===== config.mk =====
export PLATFORM = sky130hd
export DESIGN_NAME = debug_packet_deframer_checksum
export DESIGN_NICKNAME = d
export VERILOG_FILES = /design/src/hdl/dpd_pkg.sv /design/src/hdl/dpd_core.sv /design/src/hdl/debug_packet_deframer_checksum.sv
export SDC_FILE = /design/constraint.sdc
export NUM_CORES = 1
export LEC_CHECK = 0
export ABC_CLOCK_PERIOD_IN_PS = 2500
export BUFFER_PORTS_ARGS = -buffer_cell sky130_fd_sc_hd__buf_2
export CAP_MARGIN = 30
export CORE_AREA = 5 5 88 90
export DETAILED_ROUTE_END_ITERATION = 6
export DIE_AREA = 0 0 93 95
export HOLD_SLACK_MARGIN = 0.02
export PLACE_DENSITY_LB_ADDON = 0.2
export REMOVE_ABC_BUFFERS = 1
export SETUP_SLACK_MARGIN = 0.3
export SKIP_LAST_GASP = 1
export SLEW_MARGIN = 0
export SYNTH_ARGS = -nofsm -noshare
export SYNTH_HDL_FRONTEND = slang
export SYNTH_SLANG_ARGS = --single-unit

===== constraint.sdc =====
create_clock -name clk -period 2.5 [get_ports clk]
set_input_delay 0.625 -clock clk [delete_from_list [all_inputs] [get_ports clk]]
set_output_delay 0.625 -clock clk [all_outputs]
set_load 0.02 [all_outputs]

===== src/hdl/dpd_pkg.sv =====
// Shared types and constants for the debug packet deframer.
// Used by dpd_core and debug_packet_deframer_checksum; no dependencies.
package dpd_pkg;

  localparam logic [7:0] CH_START = 8'h24;  // '$'
  localparam logic [7:0] CH_END   = 8'h23;  // '#'
  localparam logic [7:0] CH_ESC   = 8'h7D;  // '}'
  localparam logic [7:0] ESC_XOR  = 8'h20;
  localparam logic [7:0] CH_ACK   = 8'h2B;  // '+'
  localparam logic [7:0] CH_NAK   = 8'h2D;  // '-'

  localparam int LEN_WIDTH       = 13;
  localparam int LEN_FIELD_MAX   = 8191;
  localparam int MAX_PACKET_LEN_DEFAULT = 4096;

  typedef enum logic [1:0] {
    PH_HUNT   = 2'd0,
    PH_DATA   = 2'd1,
    PH_SUM_HI = 2'd2,
    PH_SUM_LO = 2'd3
  } phase_t;

  typedef enum logic {
    KIND_PAYLOAD = 1'b0,
    KIND_END     = 1'b1
  } result_kind_t;

  typedef struct packed {
    result_kind_t         kind;
    logic [7:0]           data;
    logic                 ok;
    logic [LEN_WIDTH-1:0] len;
  } dpd_result_t;

  // Non-hex characters decode to zero.
  function automatic logic [3:0] hex_value(input logic [7:0] c);
    logic [7:0] d;
    d = 8'h00;
    if (c >= 8'h30 && c <= 8'h39) d = c - 8'h30;
    else if (c >= 8'h41 && c <= 8'h46) d = c - 8'h41 + 8'd10;
    else if (c >= 8'h61 && c <= 8'h66) d = c - 8'h61 + 8'd10;
    return d[3:0];
  endfunction

endpackage


===== src/hdl/dpd_core.sv =====
// Framing state machine: packet phase, escape, running sum, length count.
// Depends on dpd_pkg.
module dpd_core import dpd_pkg::*; #(
  parameter int MAX_PACKET_LEN = MAX_PACKET_LEN_DEFAULT
) (
  input  logic        clk,
  input  logic        rst,
  input  logic        fire,
  input  logic [7:0]  rx_byte,
  output logic        res_valid,
  output dpd_result_t res
);

  localparam int LenCapInt = (MAX_PACKET_LEN < LEN_FIELD_MAX) ? MAX_PACKET_LEN : LEN_FIELD_MAX;
  localparam logic [LEN_WIDTH-1:0] LEN_CAP = LEN_WIDTH'(LenCapInt);

  phase_t               phase, phase_next;
  logic                 escape_pending, escape_pending_next;
  logic [7:0]           running_sum, running_sum_next;
  logic [3:0]           high_nibble, high_nibble_next;
  logic [LEN_WIDTH-1:0] byte_count, byte_count_next;
  logic [7:0]           unesc;
  logic                 sum_match;

  always_ff @(posedge clk) begin
    if (rst) begin
      phase          <= PH_HUNT;
      escape_pending <= 1'b0;
      running_sum    <= 8'h00;
      high_nibble    <= 4'h0;
      byte_count     <= '0;
    end else if (fire) begin
      phase          <= phase_next;
      escape_pending <= escape_pending_next;
      running_sum    <= running_sum_next;
      high_nibble    <= high_nibble_next;
      byte_count     <= byte_count_next;
    end
  end

  assign unesc     = escape_pending ? (rx_byte ^ ESC_XOR) : rx_byte;
  assign sum_match = ({high_nibble, hex_value(rx_byte)} == running_sum);

  always_comb begin
    phase_next          = phase;
    escape_pending_next = escape_pending;
    running_sum_next    = running_sum;
    high_nibble_next    = high_nibble;
    byte_count_next     = byte_count;
    res_valid           = 1'b0;
    res                 = '{kind: KIND_PAYLOAD, data: unesc, ok: 1'b0, len: byte_count};
    unique case (phase)
      PH_HUNT: begin
        if (rx_byte == CH_START) begin
          phase_next          = PH_DATA;
          escape_pending_next = 1'b0;
          running_sum_next    = 8'h00;
          high_nibble_next    = 4'h0;
          byte_count_next     = '0;
        end
      end
      PH_DATA: begin
        // '#' ends the payload even when an escape is pending
        if (rx_byte == CH_END) begin
          phase_next = PH_SUM_HI;
        end else begin
          running_sum_next = running_sum + rx_byte;
          if (rx_byte == CH_ESC && !escape_pending) begin
            escape_pending_next = 1'b1;
          end else begin
            escape_pending_next = 1'b0;
            if (byte_count < LEN_CAP) byte_count_next = byte_count + 1'b1;
            res_valid = 1'b1;
            res.len   = byte_count_next;
          end
        end
      end
      PH_SUM_HI: begin
        high_nibble_next = hex_value(rx_byte);
        phase_next       = PH_SUM_LO;
      end
      PH_SUM_LO: begin
        phase_next = PH_HUNT;
        res_valid  = 1'b1;
        res.kind   = KIND_END;
        res.data   = sum_match ? CH_ACK : CH_NAK;
        res.ok     = sum_match;
      end
      default: phase_next = PH_HUNT;
    endcase
  end

  a_len_capped: assert property (@(posedge clk) disable iff (rst)
    byte_count <= LEN_CAP)
    else $error("payload length beyond cap");

  a_end_returns_hunt: assert property (@(posedge clk) disable iff (rst)
    fire && phase == PH_SUM_LO |=> phase == PH_HUNT && !$stable(phase))
    else $error("packet end did not return to hunt");

  a_esc_only_in_data: assert property (@(posedge clk) disable iff (rst)
    fire && escape_pending_next && !escape_pending |-> phase == PH_DATA)
    else $error("escape set outside payload");

endmodule


===== src/hdl/debug_packet_deframer_checksum.sv =====
// Top level of the debug packet deframer: input register, dpd_core, result register.
// Depends on dpd_pkg and dpd_core.
//
//  channel | handshake            | payload
//  --------+----------------------+------------------------------------------------
//  in      | in_valid / in_stall  | rx_byte
//  out     | out_valid / out_stall| result_kind, data_byte, checksum_ok, payload_length
//
// One word per cycle sustained while the output is not stalled.
// Each word is registered, decoded by the framing logic, and its
// result (if any) registered. Synchronous reset returns to hunting for '$'.
// A stalled output holds the result register and backs up into the input register.
module debug_packet_deframer_checksum import dpd_pkg::*; #(
  parameter int MAX_PACKET_LEN = MAX_PACKET_LEN_DEFAULT
) (
  input  logic                 clk,
  input  logic                 rst,
  input  logic                 in_valid,
  output logic                 in_stall,
  input  logic [7:0]           rx_byte,
  output logic                 out_valid,
  input  logic                 out_stall,
  output logic                 result_kind,
  output logic [7:0]           data_byte,
  output logic                 checksum_ok,
  output logic [LEN_WIDTH-1:0] payload_length
);

  logic        s1_valid;
  logic [7:0]  s1_byte;
  logic        s1_adv;
  logic        fire;
  logic        res_valid;
  dpd_result_t res;
  dpd_result_t out_res;

  assign s1_adv   = !out_valid || !out_stall;
  assign in_stall = s1_valid && !s1_adv;
  assign fire     = s1_valid && s1_adv;

  always_ff @(posedge clk) begin
    if (rst) begin
      s1_valid <= 1'b0;
    end else if (in_valid && !in_stall) begin
      s1_valid <= 1'b1;
    end else if (s1_adv) begin
      s1_valid <= 1'b0;
    end
  end

  always_ff @(posedge clk) begin
    if (in_valid && !in_stall) s1_byte <= rx_byte;
  end

  dpd_core #(
    .MAX_PACKET_LEN(MAX_PACKET_LEN)
  ) u_core (
    .clk      (clk),
    .rst      (rst),
    .fire     (fire),
    .rx_byte  (s1_byte),
    .res_valid(res_valid),
    .res      (res)
  );

  always_ff @(posedge clk) begin
    if (rst) begin
      out_valid <= 1'b0;
    end else if (s1_adv) begin
      out_valid <= fire && res_valid;
    end
  end

  always_ff @(posedge clk) begin
    if (fire && res_valid) out_res <= res;
  end

  assign result_kind    = out_res.kind;
  assign data_byte      = out_res.data;
  assign checksum_ok    = out_res.ok;
  assign payload_length = out_res.len;

endmodule


==> results_dict.tcl, run 1 <==
set metrics [dict create \
    async_reset_ff_frac 0 \
    max-slew-margin-rel 0.693 \
    cts_max_level 3 \
    yosysWarnings 0 \
    wl_per_cell_um 16.8 \
    rsz0062_at_grt "true" \
    grt_pass1_vias 2652 \
    die-width_um 93 \
    vias 2803 \
    drt-pass1-iter-count 4 \
    end_kind "register" \
    grt_pass1_wl_um 12800 \
    wl_um 8240 \
    grt_max_degree 24 \
    min_path_cells 1 \
    clk_pin_slew_ns 0.07 \
    io_pins 37 \
    die_height_um 95 \
    finalCriticalPeriod_ns 2.25 \
    grt_overflow 0 \
    n_fill_cell 605 \
    synth_edf_count 31 \
    avgSynthCellArea_um2 9.92 \
    reg2reg_slack_ns 0.25 \
    placementRows 31 \
    hp-class "primary input to register" \
    r2r_start "s1_byte[0]$_DFFE_PP_" \
    ys_seq_area_frac 0.459 \
    power.density_nw_per_um2 488 \
    drive_above_1_share 0.308 \
    clkSinkCount 61 \
    max_clock_freq_ghz 0.445 \
    gp_congestion 0.849 \
    ir_worst_vdd_mv 0.405 \
    holdBufCountCts 0 \
    dieArea_um2 8840 \
    synthCells 336 \
    hold_path_end "s1_byte[4]$_DFFE_PP_" \
    crit_required_ns 2.60 \
    synth_seq_cells 61 \
    vias_per_cell 5.71 \
    clockBufferDepth 2 \
    cp_cell_sequence "inv_2 -> ha_4 -> or3b_4 -> and3_4 -> o32ai_2 -> xnor2_1 -> o41a_1" \
    cts_buffers 9 \
    antenna_found_initial 0 \
    clock_latency_ns 0.35 \
    hpwlAfterDp_um 5620 \
    initial_utilization 0.478 \
    clock-root-buffer "clkbuf_8" \
    crit_fanout 4 \
    setup_violations 0 \
    drc 0 \
    worst-setup-path-type "register to register" \
    tritoncts "yes" \
    antenna_cells 0 \
    reg2reg_depth 7 \
    synth_ff_type "edfxtp_1" \
    cp.arrival_ns 2.35 \
    grt_usage 0.187 \
    nNetsFinal 432 \
    max_cap_violations 0 \
    drv_slew 0 \
    final.setup.tns_ns 0 \
    skew_ns 0.00448 \
    max_stage_delay_ns 0.46 \
    tightest_slew_ns 0.459 \
    cp_slowest_cell "edfxtp_1" \
    core_um2 6980 \
    finalHoldViolations 0 \
    leakage_nw 1.60 \
    drt_iter0_markers 110 \
    timing.rr.end "data_byte[2]$_DFFE_PP_" \
    syn2layout_area_growth_pct 26.6 \
    fin_crit_sh 0.898 \
    post-route-util 0.604 \
    status "complete, no violations" \
    startpoint_type "register" \
    syn_area_um2 3330 \
    portBuffers 36 \
    worstHoldStart "rx_byte[4]" \
    ant_nets 0 \
    synth.distinct_cells 63 \
]
==> cells in the mapped netlist, drive strengths merged (6+ instances only) <==
master | n | area, µm²
xnor2 | 12 | 105
nand2 | 20 | 77.6
or2 | 6 | 37.5
clkbuf | 10 | 37.5
and3 | 9 | 57.6
xor2 | 11 | 96.3
nor2 | 19 | 71.3
o21ai | 13 | 65.1
edfxtp | 31 | 931
nand4 | 8 | 50.1
inv | 16 | 60.1
nand3 | 30 | 150
dfxtp | 30 | 601
a21oi | 19 | 95.1
ha | 15 | 188
==> stage by stage <==
| stage | power, mW | instance area, µm² | hold WS [ns] | std cells | setup WS (ns) |
|---|---|---|---|---|---|
| 6_report | 2.06 | 4220 | 0.444 | 491 | 0.254 |
| 4_1_cts | 2.05 | 3970 | 0.433 | 480 | 0.269 |
| 5_1_grt | 2.12 | 4220 | 0.438 | 491 | 0.186 |
| 3_3_place_gp | 1.18 | 3710 | 0.449 | 458 | 0.153 |
| 3_5_place_dp | 1.19 | 3710 | 0.466 | 458 | 0.0757 |
| 2_1_floorplan | 1.14 | 3280 | 0.437 | 323 | 0.189 |
==> placed cells by master (no fill, tap or decap), types with 3 or more instances in the layout <==
cell type,n
nand2b_1,4
nand4_1,8
nand3b_1,3
a22oi_1,4
and2_1,3
nand2_1,19
or3b_4,3
edfxtp_1,31
a41oi_1,5
o21ai_0,12
or4_1,4
ha_1,12
or2_2,6
clkbuf_8,10
inv_1,14
buf_2,36
xnor2_1,12
dfxtp_1,30
a21oi_1,18
nor2b_1,3
o211ai_1,3
buf_4,30
and3_1,6
nor3_1,4
nand3_1,28
xor2_1,11
nor2_1,18
a21o_1,3
==> power breakdown <==
part / total, mW / internal [mW] / switching, mW / leakage (nW)
clock: 0.865 / 0.479 / 0.386 / 0.0944
sequential: 1.07 / 1.06 / 0.0122 / 0.511
combinational: 0.126 / 0.0558 / 0.0702 / 0.999
==> routing by layer <==
| metal | part of all wire | vias up | global-route usage |
|---|---|---|---|
| met2 | 0.45 | 71 | 0.293 |
| met4 | 0.026 | 0 | 0.0733 |
| li1 | - | 1399 | - |
| met1 | 0.47 | 1316 | 0.248 |
| met5 | 0 | - | 0 |
| met3 | 0.056 | 17 | 0.0486 |
==> worst max-delay path: cells and delay by family, from the launching register on <==
kind	cells	cell delay [ns]
AOI/OAI and AO/OA	2	0.55
xor gates and xnor gates	1	0.13
adders and majority gates	1	0.15
buffers and inverters	1	0.11
DFF	1	0.46
and+or+nand+nor	2	0.60
==> cell type report <==
class / instances / area [µm²] / area share
clock buffer: 11 / 141 / 0.0335
clock inverter: 5 / 50.0 / 0.0119
inverter: 16 / 60.1 / 0.0142
multi-input combinational: 246 / 1860 / 0.441
sequential: 61 / 1530 / 0.363
tap: 82 / 103 / 0.0243
timing repair buffer: 70 / 473 / 0.112
==> worst max path at each step <==
stage / from / endpoint / slack [ns] / cells after the start
after global routing: s1_byte[0]$_DFFE_PP_ / data_byte[2]$_DFFE_PP_ / 0.19 / 7
after CTS: s1_byte[0]$_DFFE_PP_ / data_byte[2]$_DFFE_PP_ / 0.27 / 7
final: s1_byte[0]$_DFFE_PP_ / data_byte[2]$_DFFE_PP_ / 0.25 / 7
after floorplan: s1_byte[1]$_DFFE_PP_ / data_byte[2]$_DFFE_PP_ / 0.19 / 7
after detailed placement: s1_byte[0]$_DFFE_PP_ / data_byte[2]$_DFFE_PP_ / 0.08 / 7
after global placement: s1_byte[0]$_DFFE_PP_ / data_byte[2]$_DFFE_PP_ / 0.15 / 7
==> cells by family after synthesis <==
group	after synthesis	synth area share
adder cells (fa/ha/maj)	16	0.0623
XOR/XNOR	23	0.0604
buffers and inverters	29	0.0334
AO/OA/AOI/OAI	77	0.170
AND/OR/NAND/NOR	129	0.211
multiplexers	1	0.00338
flip-flops	61	0.459
==> state kept, by name, summed over array words and instances, names as in the netlist <==
name                   flops
payload_length            13
u_core.byte_count         13
data_byte                  8
s1_byte                    8
u_core.running_sum         8
u_core.high_nibble         4
u_core.phase               2
checksum_ok                1
out_valid                  1
result_kind                1
s1_valid                   1
u_core.escape_pending      1
==> repair_timing <==
item / in CTS / in global routing
pin swaps: 5 / 16
setup buffers: 6 / 10
resized for setup: 9 / 32
setup endpoints to repair: 5 / 46
gates cloned: 0 / 1
Note: power is estimated with default switching activity, not from simulation.
==> inputs of run 2 (changes only) <==
- CELL_PAD_IN_SITES_DETAIL_PLACEMENT: not set -> 1
- CELL_PAD_IN_SITES_GLOBAL_PLACEMENT: not set -> 1
- CORE_AREA: 5 5 88 90 -> 5 5 92 94
- DIE_AREA: 0 0 93 95 -> 0 0 97 99
==> run 2 against run 1 <==
Compared with the run above:
- sequential power about the same
- clock skew increased by 0.0059 ns
- count of clock-buffer cells in the layout unchanged
- critical path type unchanged
==> results_dict.tcl, run 2 (same netlist as run 1, synthesis figures left out) <==
set metrics [dict create \
    cp_top_family "simple AND/OR/NAND/NOR gates" \
    clk_pin_slew_ns 0.07 \
    wl_um 10500 \
    critPathBufInv 2 \
    skew_ns 0.0104 \
    finalHoldViolations 0 \
    portBuffers 36 \
    worst-setup-path-type "register to register" \
    drv_slew 0 \
    leakage_nw 1.67 \
    gp_congestion 0.807 \
    rsz0062_at_grt "true" \
    layout_commonest_cell "buf_4" \
    internal-power_mw 1.68 \
    crit_fanout 3 \
    cp.arrival_ns 2.51 \
    drc 0 \
    post-route-util 0.575 \
    placed_cell_area_um2 3740 \
    clockBufferDepth 2 \
    die-width_um 97 \
    grt_pass1_wl_um 15200 \
    drt_iter0_markers 218 \
    ant_nets 0 \
    clkSinkCount 61 \
    cp_cell_sequence "inv_2 -> ha_2 -> o21bai_2 -> a2111oi_2 -> buf_4 -> or3b_4 -> nand4b_1 -> nor4_1" \
    ir_worst_vdd_mv 0.355 \
    final.setup.tns_ns 0 \
    antenna_cells 0 \
    drt-pass1-iter-count 4 \
    status "complete, no violations" \
    finalCriticalPeriod_ns 2.39 \
    cts_buffers 9 \
    n_fill_cell 858 \
    hpwlAfterDp_um 6570 \
    crit_required_ns 2.62 \
    p_seq_frac 0.490 \
    cts_max_level 3 \
    tightest_slew_ns 0.700 \
    fin_crit_sh 0.954 \
    placementRows 32 \
    fin_cells 521 \
    wl_per_cell_um 20.1 \
    startpoint_type "register" \
    end_kind "register" \
    hp-class "primary input to register" \
    grt_max_degree 24 \
    setup_violations 0 \
    combPwrFrac 0.068 \
    grt_overflow 0 \
    dieArea_um2 9600 \
    layout_common_cells "38 x buf_4, 37 x buf_2, 31 x edfxtp_1" \
    clock_power_share 0.443 \
    fin_area_um2 4350 \
    nNetsFinal 442 \
    p_sw_mw 0.502 \
    initial_utilization 0.441 \
    placed_cells 479 \
    max_cap_violations 0 \
    vias 3038 \
    io_pins 37 \
    cp_slowest_cell "edfxtp_1" \
    max_stage_delay_ns 0.44 \
    max_clock_freq_ghz 0.419 \
    tritoncts "yes" \
    dp_slack_ns 0.0361 \
    die_height_um 99 \
    grt_usage 0.198 \
    core_um2 7570 \
    syn2layout_area_growth_pct 30.4 \
    power.switching_fraction 0.231 \
    antenna_found_initial 0 \
    power.density_nw_per_um2 501 \
    vias_per_cell 5.83 \
    clock-root-buffer "clkbuf_8" \
    max-slew-margin-rel 0.530 \
    drive_above_1_share 0.334 \
    grt_pass1_vias 3007 \
    setup_ws_ns 0.114 \
    clock_latency_ns 0.35 \
]
## run 2: final timing paths
| check | from | endpoint | slack (ns) | cells after the start |
|---|---|---|---|---|
| max | s1_byte[1]$_DFFE_PP_ | checksum_ok$_SDFFCE_PN0P_ | 0.11 | 8 |
| min | rx_byte[3] | s1_byte[3]$_DFFE_PP_ | 0.45 | 1 |
| max reg2reg | s1_byte[1]$_DFFE_PP_ | checksum_ok$_SDFFCE_PN0P_ | 0.11 | 8 |
| min reg2reg | u_core.byte_count[12]$_SDFFE_PP0P_ | u_core.byte_count[12]$_SDFFE_PP0P_ | 0.48 | 1 |
## run 2: final cells by class
cell class,instances,area [µm²],area share
tap,102,128,0.0293
clock inverter,5,76.3,0.0175
timing repair buffer,80,549,0.126
sequential,61,1530,0.352
inverter,16,60.1,0.0138
clock buffer,11,131,0.0302
multi-input combinational,246,1870,0.431
## run 2: through the flow
step / power (mW) / hold slack (ns)
floorplan: 1.14 / 0.437
global placement: 1.18 / 0.448
detailed placement: 1.19 / 0.461
CTS: 2.15 / 0.441
global route: 2.25 / 0.443
finish: 2.18 / 0.448
## run 2: timing repair
item | 4_1_cts | 5_1_grt
setup endpoints to repair | 7 | 53
gates cloned | 0 | 2
pin swaps | 9 | 12
setup buffers | 11 | 13
gates resized for setup | 18 | 27
hold buffers | 0 | 0
## run 2: power by group through the flow
stage / clock (mW) / sequential [mW] / combinational (mW)
3_3_place_gp: 0 / 1.09 / 0.0957
6_report: 0.964 / 1.07 / 0.147
2_1_floorplan: 0 / 1.09 / 0.0521
3_5_place_dp: 0 / 1.09 / 0.100
5_1_grt: 1.03 / 1.07 / 0.157
4_1_cts: 0.970 / 1.07 / 0.115
## run 2: layer usage
metal,wire (µm),track usage,vias up
met4,150,0.0594,0
met2,5060,0.330,82
met1,4740,0.266,1524
li1,-,-,1419
met5,0,0,-
met3,525,0.0311,13
